`src/rtl/core/assert_macros.svh`:
```
`ifndef ASSERT_MACROS_SVH
`define ASSERT_MACROS_SVH

// same-cycle check, off while in reset
`define EIK_ASSERT(lbl, prop) \
    lbl: assert property (@(posedge aclk) disable iff (!aresetn) prop) \
        else $error("eikonal node update check failed");

// next-cycle check, off while in reset
`define EIK_ASSERT_NEXT(lbl, pre, post) \
    lbl: assert property (@(posedge aclk) disable iff (!aresetn) (pre) |=> (post)) \
        else $error("eikonal node update check failed");

`endif

```
`src/rtl/core/eik_pkg.sv`:
```
package eik_pkg;

    localparam int IDX_W     = 10;
    localparam int TIME_W    = 32;
    localparam int SLOW_W    = 24;
    localparam int CFG_W     = SLOW_W;
    localparam int CFG_IDX_W = 1;
    localparam int SUM_W     = TIME_W + 1;
    localparam int SQ_W      = 2 * SLOW_W;
    localparam int RAD_W     = 2 * SLOW_W + 2;
    localparam int ROOT_W    = RAD_W / 2;
    localparam int REM_W     = ROOT_W + 1;
    localparam int Q_DEPTH   = 4;
    localparam int Q_PTR_W   = 2;
    localparam int Q_CNT_W   = 3;

    localparam logic [IDX_W-1:0]  RESET_LAST_INDEX = 10'd200;
    localparam logic [SLOW_W-1:0] RESET_SLOWNESS   = 24'd16384;

    typedef enum logic [CFG_IDX_W-1:0] {
        CFG_LAST_INDEX,
        CFG_SLOWNESS
    } cfg_reg_t;

    typedef struct packed {
        logic              two;
        logic [SUM_W-1:0]  sum_ab;
        logic [TIME_W-1:0] min_ab;
        logic [SLOW_W-1:0] dlt;
    } item_t;

    typedef struct packed {
        logic full;
        logic empty;
    } q_stat_t;

endpackage

```
`src/rtl/core/eik_queue.sv`:
```
module eik_queue (
    input  logic             aclk,
    input  logic             aresetn,
    input  logic             push,
    input  eik_pkg::item_t   push_item,
    input  logic             pop,
    output eik_pkg::item_t   pop_item,
    output eik_pkg::q_stat_t stat
);
    import eik_pkg::*;

    item_t              mem [0:Q_DEPTH-1];
    logic [Q_PTR_W-1:0] wr_ptr_reg, wr_ptr_next;
    logic [Q_PTR_W-1:0] rd_ptr_reg, rd_ptr_next;
    logic [Q_CNT_W-1:0] count_reg, count_next;

    assign stat.full  = (count_reg == Q_CNT_W'(Q_DEPTH));
    assign stat.empty = (count_reg == '0);
    assign pop_item   = mem[rd_ptr_reg];

    always_comb begin
        wr_ptr_next = push ? wr_ptr_reg + 1'b1 : wr_ptr_reg;
        rd_ptr_next = pop ? rd_ptr_reg + 1'b1 : rd_ptr_reg;
        count_next  = count_reg;
        if (push && !pop) begin
            count_next = count_reg + 1'b1;
        end else if (pop && !push) begin
            count_next = count_reg - 1'b1;
        end
    end

    always_ff @(posedge aclk) begin
        if (!aresetn) begin
            wr_ptr_reg <= '0;
            rd_ptr_reg <= '0;
            count_reg  <= '0;
        end else begin
            wr_ptr_reg <= wr_ptr_next;
            rd_ptr_reg <= rd_ptr_next;
            count_reg  <= count_next;
        end
    end

    always_ff @(posedge aclk) begin
        if (push) begin
            mem[wr_ptr_reg] <= push_item;
        end
    end

endmodule

```
`config.mk`:
```
export PLATFORM = sky130hd
export DESIGN_NAME = eik_queue
export DESIGN_NICKNAME = d
export VERILOG_FILES = /design/src/rtl/core/assert_macros.svh /design/src/rtl/core/eik_pkg.sv /design/src/rtl/core/eik_queue.sv
export SDC_FILE = /design/constraint.sdc
export NUM_CORES = 1
export LEC_CHECK = 0
export BUFFER_PORTS_ARGS = -buffer_cell sky130_fd_sc_hd__buf_2
export CORE_MARGIN = 2
export CORE_UTILIZATION = 42
export DETAILED_ROUTE_END_ITERATION = 10
export GPL_TIMING_DRIVEN = 0
export PLACE_DENSITY = 0.73
export SLEW_MARGIN = 20
export SYNTH_ARGS = -nofsm -noshare
export SYNTH_HDL_FRONTEND = slang
export SYNTH_SLANG_ARGS = --single-unit
export TNS_END_PERCENT = 50
```
`constraint.sdc`:
```
create_clock -name aclk -period 7.8 [get_ports aclk]
set_input_delay 0 -clock aclk [delete_from_list [all_inputs] [get_ports aclk]]
set_output_delay 0 -clock aclk [all_outputs]
set_load 0.005 [all_outputs]
```
# Word-level counts from Yosys, hierarchy flattened
# Memory sizes are Yosys's and may differ from the RTL's. A register that Yosys moved wholly into a read port is not among the register bits.
# Index checks and enable logic that the tools add are counted.
# totals
romBits	0
latchBits	0
inputBits	94
ff_bits	7
ramBits	360
word_cells	21
out_inout_bits	92
memories	1
# mem_list
name	depth	width	rd	rd_clocked_by_memory_dff	write_ports	line_no	source
mem	4	90	1	1	1	eik_queue.sv:12	item_t mem [0:Q_DEPTH-1];
# op_classes
n_reduce_logical	6
muxes	6
n_mul	0
magnitude_cmp	0
n_eq_ne	1
shifts	0
div_mod_pow	0
addsub	4
bitwise	0
# op_table
operator	count
two-way mux 3 bit	2
adder 2 x 1 -> 2 bit (second input constant)	2
two-way mux 2 bit	2
adder 3 x 1 -> 3 bit (second input constant)	1
equality test 3 bit (second input constant)	1
zero test 3 bit	1
subtractor 3 x 1 -> 3 bit (second input constant)	1
logical AND 1 bit	2
zero test 1 bit	2
two-way mux 1 bit	2
nonzero test 2 bit	1

# Depth between registers and ports, before layout
# depth
depth_word	4
depth_mapped	7

# Least setup slack after synthesis
# OpenSTA, ideal clock, no wires.
# synth_path
path_type	reg-to-reg
startpoint	register wr_ptr_reg[0]
endpoint	memory mem[0][0] in the netlist's numbering (enable)
stages_incl_launch_ff	4
setup_ns	0.458
arrival_time_ns	2.628
n_path_buf	0
setup_slack_ns	4.714
path_cell_list	dfxtp_1 -> inv_1 -> ha_1 -> and2_1
# synth_lines
item	line_no	source
start: declaration	eik_queue.sv:13	logic [Q_PTR_W-1:0] wr_ptr_reg, wr_ptr_next;
start signal: assignment	eik_queue.sv:38	wr_ptr_reg <= wr_ptr_next;
end: declaration	eik_queue.sv:12	
# No word-level cell before the write port.

==> flow_metrics.env <==
export IMPL_power_frac_seq=0.507
export IMPL_synthArstFlopShare=0
export IMPL_required_ns=7.80
export IMPL_p_int_w=0.00358
export IMPL_grt_pass1_wl_um=40500
export IMPL_power_per_cell_area_nw_per_um2=262
export IMPL_irDropWorstVdd_mv=0.240
export IMPL_dr_pass1_iters=4
export IMPL_drt_iter0_markers=465
export IMPL_avgRoutedWirePerCell_um=20.9
export IMPL_hold_path_class="primary input to flop"
export IMPL_cap_violations=0
export IMPL_status="completed"
export IMPL_viasPerCell=5.13
export IMPL_maxSlewViolCount=0
export IMPL_largest_reg_flops=360
export IMPL_dp_hpwl_um=15500
export IMPL_wl_um=26700
export IMPL_synth_distinct_cells=21
export IMPL_ys_top_cells_by_area="edfxtp_1, mux4_2, buf_12, dfxtp_1, ha_1"
export IMPL_layout_setup_ws_ns=5.44
export IMPL_p_clk_frac=0.392
export IMPL_htreeDepth=2
export IMPL_die_h_um=183
export IMPL_fillers=2326
export IMPL_synth_top_cell_by_area="edfxtp_1"
export IMPL_die_area_um2=33600
export IMPL_dp_cells=1108
export IMPL_final_setup_viol_count=0
export IMPL_swShare=0.211
export IMPL_insertion_delay_ns=0.51
export IMPL_ys_seq_area_frac=0.813
export IMPL_synth_most_common_cell="edfxtp_1"
export IMPL_core_area_um2=31600
export IMPL_cp_arrival_ns=2.36
export IMPL_cts_root_buf="clkbuf_16"
export IMPL_vias=6541
export IMPL_fp_dieW_um=183
export IMPL_routabilityCongestion=0.683
export IMPL_rrSetupSlack_ns=6.09
export IMPL_finalClockSkew_ns=0.0122
export IMPL_synth_top_cell_area_share=0.799
export IMPL_synthToLayoutAreaGrowth_pct=28.2
export IMPL_grt_pass1_vias=7060
export IMPL_fin_nets=941
export IMPL_path_class="flop to output port"
export IMPL_num_rows=65
export IMPL_clock_fmax_ghz=0.423
export IMPL_r2r_end="mem[0][2]$_DFFE_PP_"
export IMPL_gr_total_overflow=0
export IMPL_netSwitchingPower_w=0.000955
export IMPL_clk_pin_slew_ns=0.06
export IMPL_syn_avg_cell_area_um2=26.4
export IMPL_r2r_cells=4
export IMPL_critical_path_max_fanout=10
export IMPL_cts_sinks=369
export IMPL_crit_end="pop_item[1]"
export IMPL_rsz0062_at_grt="no"
export IMPL_post_place_ws_ns=5.89
export IMPL_min_period_over_period=0.303
export IMPL_ys_flop_type="edfxtp_1"
export IMPL_syn_nets=613
export IMPL_io_buffers=185
export IMPL_syn_instance_count=513
export IMPL_hold_viol_final=0
export IMPL_synth_warnings=0
export IMPL_finalSetupTns_ns=0
export IMPL_netlist_area_um2=13500
export IMPL_grt_total_usage=0.159
export IMPL_period_needed_ns=2.36
export IMPL_multi_input_area_um2=2290
export IMPL_drive_above_1_share=0.408
export IMPL_comb_power_share=0.101
export IMPL_fin_hold_ws_ns=0.241
export IMPL_clockBufferDepth=3
export IMPL_regArea_um2=11000
export IMPL_end_kind="output port"
export IMPL_rr_startpoint="wr_ptr_reg[0]$_SDFFE_PN0P_"
export IMPL_initial_utilization=0.427
export IMPL_ys_seq_elements=369
export IMPL_p_leak_nw=5.94
export IMPL_layout_cells_non_filler=1274
export IMPL_slew_headroom=0.547
export IMPL_cts_tree="done"
export IMPL_io_pins=186
export IMPL_drc_errors=0
export IMPL_synth_edf_count=360
export IMPL_tightest_slew_ns=0.680
export IMPL_start_kind="flop"
export IMPL_antenna_found_initial=1
export IMPL_antenna_left=0
export IMPL_grt_max_degree=47
export IMPL_cts_buffers=39
export IMPL_synth_common_cells="edfxtp_1, mux4_2"
-- worst max-delay path, cell delays in order, from the launching register on --
cell and delay, ns:
dfxtp_1 0.30, buf_1 0.52, buf_2 0.46, mux4_2 0.40, buf_2 0.15
-- worst min path at each step --
stage | startpoint | to | slack [ns] | cells past startpoint
after floorplan | push_item[0] | mem[0][0]$_DFFE_PP_ | 0.1 | 0
after global placement | push_item[61] | mem[2][61]$_DFFE_PP_ | 0.21 | 1
after detailed placement | push_item[81] | mem[0][81]$_DFFE_PP_ | 0.22 | 1
after CTS | push_item[49] | mem[3][49]$_DFFE_PP_ | 0.21 | 2
final | push_item[65] | mem[2][65]$_DFFE_PP_ | 0.24 | 2
after global routing | push_item[6] | mem[1][6]$_DFFE_PP_ | 0.23 | 2
-- cell families (layout without fill, tap and decap cells) --
logic type / Yosys count / after routing / synth area share
xor gates and xnor gates: 5 / 5 / 0.00324
adders and majority gates: 6 / 6 / 0.00611
muxes: 92 / 92 / 0.151
AOI/OAI and AO/OA: 2 / 2 / 0.000925
and+or+nand+nor: 15 / 15 / 0.00675
other: 0 / 1 / 0
DFF: 369 / 369 / 0.813
buffers and inverters: 24 / 382 / 0.0189
-- repair_timing --
action / CTS / global route
setup buffers: 0 / 0
endpoints found under the hold margin: 370 / 0
gates resized for setup: 0 / 0
hold buffers: 94 / 0
-- final cells by class --
cell class,instances,area share
inverters,4,0.000866
clock buffers,51,0.0614
repair buffers,287,0.119
multi-input cells,120,0.132
flip-flops and latches,369,0.634
well taps,402,0.0290
plain buffers,20,0.0139
diodes,1,0.000144
clock inverters,20,0.00996
-- cell usage in the layout, fill, tap and decap left out, types with 5 or more instances in the layout --
cell type / instances
edfxtp_1: 360
buf_2: 194
dlygate4sd3_1: 94
mux4_2: 90
clkbuf_16: 41
buf_12: 13
clkinv_1: 12
clkbuf_1: 10
dfxtp_1: 9
and2_1: 5
ha_1: 5
-- power by group through the flow --
stage                     logic (W)  registers, W  clock network (W)
after floorplan            0.000234       0.00234                  0
after global placement     0.000407       0.00235                  0
after detailed placement   0.000430       0.00234                  0
after CTS                  0.000470       0.00230            0.00182
after global routing       0.000500       0.00231            0.00191
final                      0.000459       0.00230            0.00178
-- per-stage QoR --
stage | power (W) | util | area [um2]
3_3_place_gp | 0.00276 | 0.473 | 15000
5_1_grt | 0.00471 | 0.548 | 17300
3_5_place_dp | 0.00277 | 0.479 | 15200
6_report | 0.00454 | 0.548 | 17300
2_1_floorplan | 0.00258 | - | 13500
4_1_cts | 0.00459 | 0.548 | 17300
-- metal layers --
metal	routed length, um	track usage
met1	11300	0.209
met2	13300	0.269
met3	1540	0.0366
met4	544	0.0432
met5	0	0
Note: power is estimated with default switching activity, not from simulation.
