===== config.mk =====
export PLATFORM = sky130hd
export DESIGN_NAME = eik_front
export DESIGN_NICKNAME = d
export VERILOG_FILES = /design/src/rtl/core/assert_macros.svh /design/src/rtl/core/eik_pkg.sv /design/src/rtl/core/eik_front.sv
export SDC_FILE = /design/constraint.sdc
export NUM_CORES = 1
export LEC_CHECK = 0
export BUFFER_PORTS_ARGS = -buffer_cell sky130_fd_sc_hd__buf_2
export CAP_MARGIN = 30
export CORE_MARGIN = 5
export CORE_UTILIZATION = 30
export DETAILED_ROUTE_END_ITERATION = 8
export SYNTH_ARGS = -nofsm -noshare
export SYNTH_HDL_FRONTEND = slang
export SYNTH_SLANG_ARGS = --single-unit

===== constraint.sdc =====
create_clock -name aclk -period 12.5 [get_ports aclk]
set_clock_uncertainty 0.1 [all_clocks]
set_input_delay 1.875 -clock aclk [delete_from_list [all_inputs] [get_ports aclk]]
set_output_delay 1.875 -clock aclk [all_outputs]
set_load 0.02 [all_outputs]

===== src/rtl/core/assert_macros.svh =====
`ifndef ASSERT_MACROS_SVH
`define ASSERT_MACROS_SVH

// same-cycle check, off while in reset
`define EIK_ASSERT(lbl, prop) \
    lbl: assert property (@(posedge aclk) disable iff (!aresetn) prop) \
        else $error("eikonal node update check failed");

// next-cycle check, off while in reset
`define EIK_ASSERT_NEXT(lbl, pre, post) \
    lbl: assert property (@(posedge aclk) disable iff (!aresetn) (pre) |=> (post)) \
        else $error("eikonal node update check failed");

`endif


===== src/rtl/core/eik_pkg.sv =====
package eik_pkg;

    localparam int IDX_W     = 10;
    localparam int TIME_W    = 32;
    localparam int SLOW_W    = 24;
    localparam int CFG_W     = SLOW_W;
    localparam int CFG_IDX_W = 1;
    localparam int SUM_W     = TIME_W + 1;
    localparam int SQ_W      = 2 * SLOW_W;
    localparam int RAD_W     = 2 * SLOW_W + 2;
    localparam int ROOT_W    = RAD_W / 2;
    localparam int REM_W     = ROOT_W + 1;
    localparam int Q_DEPTH   = 4;
    localparam int Q_PTR_W   = 2;
    localparam int Q_CNT_W   = 3;

    localparam logic [IDX_W-1:0]  RESET_LAST_INDEX = 10'd200;
    localparam logic [SLOW_W-1:0] RESET_SLOWNESS   = 24'd16384;

    typedef enum logic [CFG_IDX_W-1:0] {
        CFG_LAST_INDEX,
        CFG_SLOWNESS
    } cfg_reg_t;

    typedef struct packed {
        logic              two;
        logic [SUM_W-1:0]  sum_ab;
        logic [TIME_W-1:0] min_ab;
        logic [SLOW_W-1:0] dlt;
    } item_t;

    typedef struct packed {
        logic full;
        logic empty;
    } q_stat_t;

endpackage


===== src/rtl/core/eik_front.sv =====
module eik_front (
    input  logic                       aclk,
    input  logic                       aresetn,
    input  logic [eik_pkg::IDX_W-1:0]  last_index,
    input  logic [eik_pkg::SLOW_W-1:0] slowness,
    input  logic                       s_valid,
    output logic                       s_ready,
    input  logic [eik_pkg::IDX_W-1:0]  s_row,
    input  logic [eik_pkg::IDX_W-1:0]  s_col,
    input  logic [eik_pkg::TIME_W-1:0] s_t_above,
    input  logic [eik_pkg::TIME_W-1:0] s_t_below,
    input  logic [eik_pkg::TIME_W-1:0] s_t_left,
    input  logic [eik_pkg::TIME_W-1:0] s_t_right,
    input  eik_pkg::q_stat_t           q_stat,
    output logic                       q_push,
    output eik_pkg::item_t             q_item
);
    import eik_pkg::*;

    function automatic logic [TIME_W-1:0] axis_min(
        input logic [IDX_W-1:0]  idx,
        input logic [IDX_W-1:0]  last,
        input logic [TIME_W-1:0] lo_side,
        input logic [TIME_W-1:0] hi_side
    );
        logic [TIME_W-1:0] res;
        if (idx == '0) begin
            res = hi_side;
        end else if (idx >= last) begin
            res = lo_side;
        end else begin
            res = (lo_side < hi_side) ? lo_side : hi_side;
        end
        return res;
    endfunction

    logic              valid_reg, valid_next;
    logic [TIME_W-1:0] a_reg, b_reg;
    logic              accept;
    logic [TIME_W:0]   a_minus_b;
    logic              a_lt_b;
    logic [TIME_W-1:0] gap_val;

    assign s_ready = !valid_reg || !q_stat.full;
    assign accept  = s_valid && s_ready;
    assign q_push  = valid_reg && !q_stat.full;

    always_comb begin
        valid_next = valid_reg;
        if (accept) begin
            valid_next = 1'b1;
        end else if (q_push) begin
            valid_next = 1'b0;
        end
    end

    always_ff @(posedge aclk) begin
        if (!aresetn) begin
            valid_reg <= 1'b0;
        end else begin
            valid_reg <= valid_next;
        end
    end

    always_ff @(posedge aclk) begin
        if (accept) begin
            a_reg <= axis_min(s_row, last_index, s_t_above, s_t_below);
            b_reg <= axis_min(s_col, last_index, s_t_left, s_t_right);
        end
    end

    // classify: two-sided when slowness exceeds the gap
    always_comb begin
        a_minus_b     = {1'b0, a_reg} - {1'b0, b_reg};
        a_lt_b        = a_minus_b[TIME_W];
        gap_val       = a_lt_b ? (b_reg - a_reg) : a_minus_b[TIME_W-1:0];
        q_item.two    = {{(TIME_W-SLOW_W){1'b0}}, slowness} > gap_val;
        q_item.sum_ab = {1'b0, a_reg} + {1'b0, b_reg};
        q_item.min_ab = a_lt_b ? a_reg : b_reg;
        q_item.dlt    = gap_val[SLOW_W-1:0];
    end

endmodule


## Word level (Yosys, flattened, before mapping)

Index checks and enable logic that the tools add are counted.

- Memories: 0
- Output and inout port bits: 92
- Bits in registers: 65
- Latch bits: 0
- Logic and storage cells: 29
- RAM bits: 0
- Bits of input ports: 187
- ROM bits: 0

- Reduce and logical (&&, ||, !) cells: 8
- Multiply operators: 0
- Shift-type cells: 0
- Add/subtract/negate cells: 3
- $lt $le $gt $ge: 5
- Mux-type cells: 10
- Equal/unequal tests: 0
- Divide/modulo/power cells: 0
- Bitwise logic cells: 0

Operators with widths:

| cell | number |
|---|---|
| $mux 32 | 8 |
| $lt 32x32->1 | 2 |
| $add 32x32->33 | 1 |
| $sub 32x32->33 | 1 |
| $gt 24x32->1 | 1 |
| $sub 32x32->32 | 1 |
| $ge 10x10->1 | 2 |
| $logic_not 10->1 | 2 |
| $logic_and 1x1->1 | 2 |
| $logic_not 1->1 | 2 |
| $mux 1 | 2 |
| $reduce_bool 2->1 | 1 |
| $logic_or 1x1->1 | 1 |

## Longest topological paths before layout

Gate-level depths: netlist (run 1).

- Depth in word-level cells: 4
- Depth in mapped cells: 26
- Gate-level depth less buffers: 24

## Least setup slack after synthesis (run 1)

OpenSTA, ideal clock, no wires.

- Path type: reg-to-output
- Start: reg a_reg[0]
- End: out q_item[89] (netlist bit)
- Data required time: 10,525 ps
- Setup slack: 5,539 ps
- Path buffers: 2
- Arrival time: 4,986 ps
- Cell stages (with the launch flop): 25
- Cells stage by stage: edfxtp_1 > inv_1 > ha_1 > inv_1 > fa_1 > a21oi_1 > o22ai_1 > o211ai_1 > a31oi_1 > o21ai_2 > buf_2 > buf_2 > a21oi_1 > xnor2_1 > inv_1 > ha_1 > o21ai_0 > a21oi_1 > o21a_1 > o21ai_0 > a211oi_1 > nor3_1 > a2111oi_0 > nand4_1 > nor4_1

RTL lines:

| what | RTL line | text |
|---|---|---|
| from (decl) | eik_front.sv:38 | `logic [TIME_W-1:0] a_reg, b_reg;` |
| from (signal assigned) | eik_front.sv:67 | `a_reg <= axis_min(s_row, last_index, s_t_above, s_t_below);` |
| to (decl) | eik_front.sv:16 | `output eik_pkg::item_t q_item` |

==> results_dict.tcl, run 1 <==
set metrics [dict create \
    outcome "completed" \
    finalSetupViolations 0 \
    ys_ff_latch 65 \
    hold_violations 0 \
    grt_usage 0.1771 \
    slowest_delay_ns 0.74 \
    ys_seq_area_frac 0.1804 \
    nNetsFinal 1997 \
    grt_overflow 0 \
    crit_buf_inv 5 \
    period_minus_slack_ns 9.142 \
    drtAntennaViolNets 0 \
    p_comb_frac 0.656 \
    whs_ns 0.4432 \
    endpoint_kind "output pin" \
    ys_async_sr_fraction 0 \
    cp.arrival_ns 7.17 \
    setup_tns_ns 0 \
    start_util 0.3034 \
    rsz0062_at_grt "no" \
    crit_path_start_kind "register" \
    min_period_over_period 0.7314 \
    use_met1 0.2409 \
    syn-cell-area_mm2 0.01076 \
    cpMaxStageDelayCell "buf_4" \
    vias 10472 \
    avgSynthCellArea_um2 7.926 \
    drive_gt1_frac 0.2160 \
    core_area_mm2 0.03548 \
    fmax_mhz 109.4 \
    critPathKind "register to output pin" \
    p_leak_uw 0.006415 \
    dieArea_mm2 0.03977 \
    worstPathRequired_ns 10.52 \
    pin_count 279 \
    p_sw_uw 758.2 \
    drt-initial-drc-count 513 \
    hold_buffers 0 \
    die_w_um 199.4 \
    ys_types 70 \
    avgRoutedWirePerCell_um 17.65 \
    final_util 0.3631 \
    path_max_fanout 105 \
    post-cts-setup-buffers 0 \
    areaGrowthSynthToFinish_pct 19.70 \
    clk_latency_ns 0.33 \
    p_seq_frac 0.186 \
    grt_pass1_wl_um 55860 \
    dr.pass1.iters 5 \
    cts_tree "yes" \
    hpwl_um 31630 \
    final_cell_mix "buf_2, ha_1, inv_1" \
    pwr-share-clk 0.158 \
    final_common_cell "buf_2" \
    drc 0 \
    crit_chain "inv_1 > ha_1 > inv_1 > fa_1 > a21oi_1 > o22ai_1 > o211ai_1 > a31oi_1 > o21ai_4 > buf_4 > o31ai_1 > xnor2_1 > inv_1 > ha_1 > and3_1 > nand4_1 > nor2_1 > o21ai_0 > a211oi_1 > nor3_1 > a2111oi_0 > nand4_1 > nor4_1 > buf_2" \
    routed_wl_um 36640 \
    gp_congestion 0.9220 \
    swShare 0.4923 \
    use_met2 0.2974 \
    synthFlopType "edfxtp_1" \
    rows 69 \
    portBuffers 277 \
    intPower_uw 781.9 \
    holdCritPathClass "register to register" \
    grt_use_met3 0.02057 \
    clock_sinks 65 \
    worst_slew_pin_slew_ns 1.032 \
    synth.net_count 1749 \
    cts_root_buffer "clkbuf_16" \
    cts_resized 0 \
    crit_path_frequent_cell "inv_1" \
    power_density_mw_per_mm2 119.5 \
    synth-edff-count 64 \
    cts_max_level 3 \
    via_per_inst 5.044 \
    cts_buffers 9 \
    yosys_warnings 0 \
    clockBufferDepth 2 \
    busiest_layer "met2" \
    die_h_um 199.4 \
    relSlewSlack 0.3117 \
    path_delay_family "compound AO/OA/AOI/OAI gates" \
    grt_pass1_vias 10421 \
    netlist_instances 1358 \
    ir_drop_mv 0.06267 \
    drv_slew 0 \
    antenna_found_initial 7 \
    cts.clk_slew.worst_paths_ns 0.06 \
    cap_viol_max_count 0 \
    grt_max_degree 106 \
]
## worst paths after layout
| kind | slack (ns) | endpoint | depth (start not counted) | from |
|---|---|---|---|---|
| hold / removal | 0.44 | valid_reg$_SDFFE_PN0P_ | 2 | valid_reg$_SDFFE_PN0P_ |
| setup / recovery | 3.36 | q_item[89] | 24 | a_reg[0]$_DFFE_PP_ |
| setup reg to reg | 10.83 | a_reg[1]$_DFFE_PP_ | 3 | valid_reg$_SDFFE_PN0P_ |
| hold reg to reg | 0.44 | valid_reg$_SDFFE_PN0P_ | 2 | valid_reg$_SDFFE_PN0P_ |
## kinds of logic after synthesis
group                    synth area share
flip-flops                         0.1804
XOR/XNOR                          0.04801
buffers and inverters             0.08881
multiplexers                      0.07451
AO/OA/AOI/OAI                      0.2276
adder cells (fa/ha/maj)            0.2392
AND/OR/NAND/NOR                    0.1415
## layer usage
layer	wire, um	vias up
met5	46	-
met1	17020	4866
met4	860	8
met3	1524	44
li1	-	5317
met2	17190	237
## through the flow
stage,setup slack [ns],total power [uW],cells,cell area (um2)
3_3_place_gp,3.693,1294,2056,12590
4_1_cts,3.179,1556,2072,12870
5_1_grt,2.857,1666,2075,12880
2_1_floorplan,5.539,968.2,1358,10760
6_report,3.358,1540,2076,12880
3_5_place_dp,3.555,1308,2056,12590
## cell type report
type / count / area [um2]
fill: 3715 / 22600
multi-input combinational: 1047 / 7890
sequential: 65 / 1942
timing repair buffer: 282 / 1424
inverter: 201 / 754.5
tap: 461 / 576.8
clock buffer: 10 / 229.0
clock inverter: 6 / 58.81
antenna: 4 / 10.01
## cell usage after synthesis (all sizes together), types with 14 or more instances
library cell,count,area [um2]
a21o,36,270.3
a21oi,133,669.4
a31oi,14,87.58
buf,35,163.9
edfxtp,64,1922
ha,201,2515
inv,201,754.5
mux2,65,732.0
nand2,90,337.8
nand4,25,156.4
nor2,84,315.3
nor2b,20,125.1
nor3,28,140.1
o21ai,112,564.3
o21bai,15,112.6
xnor2,47,411.6
## power by group through the flow
stage | clock [uW] | combinational (uW) | sequential (uW)
after floorplan | 0 | 685 | 284
after global placement | 0 | 1000 | 289
after detailed placement | 0 | 1020 | 291
after CTS | 249 | 1020 | 286
after global routing | 259 | 1120 | 289
final | 243 | 1010 | 286
## worst register-to-register path, delay by kind of cell, from the launching register on
family        cells  cell delay (ns)
flops             1             0.32
simple gates      2             0.20
buf+inv           1             0.61
No activity file was read; power rests on OpenSTA's default activity.
==> inputs of run 2 (changes only) <==
- clock period: 12.5 -> 8.04 ns (I/O delays scaled with it)
==> results_dict.tcl, run 2 (synthesized netlist as in run 1, its figures left out) <==
set metrics [dict create \
    finalSetupViolations 0 \
    p_leak_uw 0.006478 \
    busiest_layer "met2" \
    endpoint_kind "output pin" \
    path_max_fanout 7 \
    hold_violations 0 \
    setup_tns_ns 0 \
    grt_pass1_vias 10218 \
    grt_pass1_wl_um 55850 \
    start_util 0.3034 \
    power_density_mw_per_mm2 186.4 \
    cts.clk_slew.worst_paths_ns 0.06 \
    areaGrowthSynthToFinish_pct 20.69 \
    worst_slew_pin_slew_ns 0.8016 \
    dieArea_mm2 0.03977 \
    cts_root_buffer "clkbuf_16" \
    relSlewSlack 0.4656 \
    vias 10585 \
    hpwl_um 32240 \
    holdPathStages 2 \
    grt_use_met3 0.02006 \
    p_sw_uw 1188 \
    holdCritPathClass "register to register" \
    pwr-share-clk 0.157 \
    core_area_mm2 0.03548 \
    cp.arrival_ns 6.10 \
    final_util 0.3661 \
    grt_overflow 0 \
    nNetsFinal 2008 \
    period_minus_slack_ns 7.404 \
    drt-initial-drc-count 527 \
    portBuffers 277 \
    final_cell_mix "buf_2, ha_1, inv_1" \
    intPower_uw 1233 \
    dr.pass1.iters 5 \
    die_w_um 199.4 \
    clk_latency_ns 0.33 \
    p_seq_frac 0.183 \
    ir_drop_mv 0.09117 \
    critPathKind "register to output pin" \
    routed_wl_um 37130 \
    drive_gt1_frac 0.2232 \
    avgRoutedWirePerCell_um 17.80 \
    p_comb_frac 0.660 \
    clockBufferDepth 2 \
    min_period_over_period 0.9209 \
    drv_slew 0 \
    drc 0 \
    rsz0062_at_grt "no" \
    hold_buffers 0 \
    die_h_um 199.4 \
    use_met2 0.2978 \
    slowest_delay_ns 0.44 \
    outcome "completed" \
    swShare 0.4907 \
    worstPathRequired_ns 6.73 \
    grt_usage 0.1785 \
    clock_sinks 65 \
    drtAntennaViolNets 0 \
    use_met1 0.2437 \
    reg2regPathDepth 3 \
    crit_path_frequent_cell "inv_1" \
    cts_buffers 9 \
    grt_max_degree 65 \
    gp_congestion 0.9173 \
    cts_tree "yes" \
    rows 69 \
    cap_viol_max_count 0 \
    crit_path_start_kind "register" \
    pin_count 279 \
    final_common_cell "buf_2" \
    cpMaxStageDelayCell "edfxtp_1" \
    cts_max_level 3 \
    fmax_mhz 135.1 \
    via_per_inst 5.074 \
    antenna_found_initial 7 \
]
[run 2: layout make-up]
type / instances / area [um2]
fill: 3684 / 22490
multi-input combinational: 1047 / 7904
sequential: 65 / 1942
timing repair buffer: 293 / 1519
inverter: 201 / 754.5
tap: 461 / 576.8
clock buffer: 10 / 229.0
clock inverter: 6 / 58.81
antenna: 3 / 7.507
[run 2: critical path, delay by kind of cell (launching register included)]
kind,cells,cell delay (ns)
buffers and inverters,5,0.65
flip-flops,1,0.44
adder cells (fa/ha/maj),3,0.82
XOR/XNOR,1,0.19
AND/OR/NAND/NOR,7,1.34
AO/OA/AOI/OAI,9,2.31
[run 2: worst paths after layout]
| check | endpoint | slack, ns | start |
|---|---|---|---|
| setup / recovery | q_item[89] | 0.64 | a_reg[0]$_DFFE_PP_ |
| hold / removal | valid_reg$_SDFFE_PN0P_ | 0.44 | valid_reg$_SDFFE_PN0P_ |
| setup reg to reg | a_reg[0]$_DFFE_PP_ | 6.38 | valid_reg$_SDFFE_PN0P_ |
| hold reg to reg | valid_reg$_SDFFE_PN0P_ | 0.44 | valid_reg$_SDFFE_PN0P_ |
[run 2: stage by stage]
stage	cell area (um2)	hold slack (ns)	setup WS [ns]	cells	power, uW
after floorplan	10760	0.3865	1.748	1358	1505
after global placement	12670	0.4081	0.8125	2066	2032
after detailed placement	12670	0.4270	0.7140	2066	2054
after CTS	12960	0.4371	0.3163	2082	2442
after global routing	12990	0.4753	0.1104	2086	2620
final	12990	0.4350	0.6362	2086	2422
[run 2: repair_timing]
action / CTS / global route
buffers inserted: 0 / 1
gates resized for setup: 0 / 2
endpoints found under the setup margin: 0 / 1
[run 2: layer usage]
metal	vias up	wire length [um]
met2	262	17290
met1	4930	17240
met3	47	1590
li1	5338	-
met4	8	971
met5	-	42
[run 2: power by group through the flow]
| stage | registers, uW | clock network [uW] | logic, uW |
|---|---|---|---|
| after CTS | 444 | 389 | 1610 |
| after global placement | 449 | 0 | 1580 |
| final | 444 | 380 | 1600 |
| after floorplan | 441 | 0 | 1060 |
| after global routing | 449 | 403 | 1770 |
| after detailed placement | 451 | 0 | 1600 |
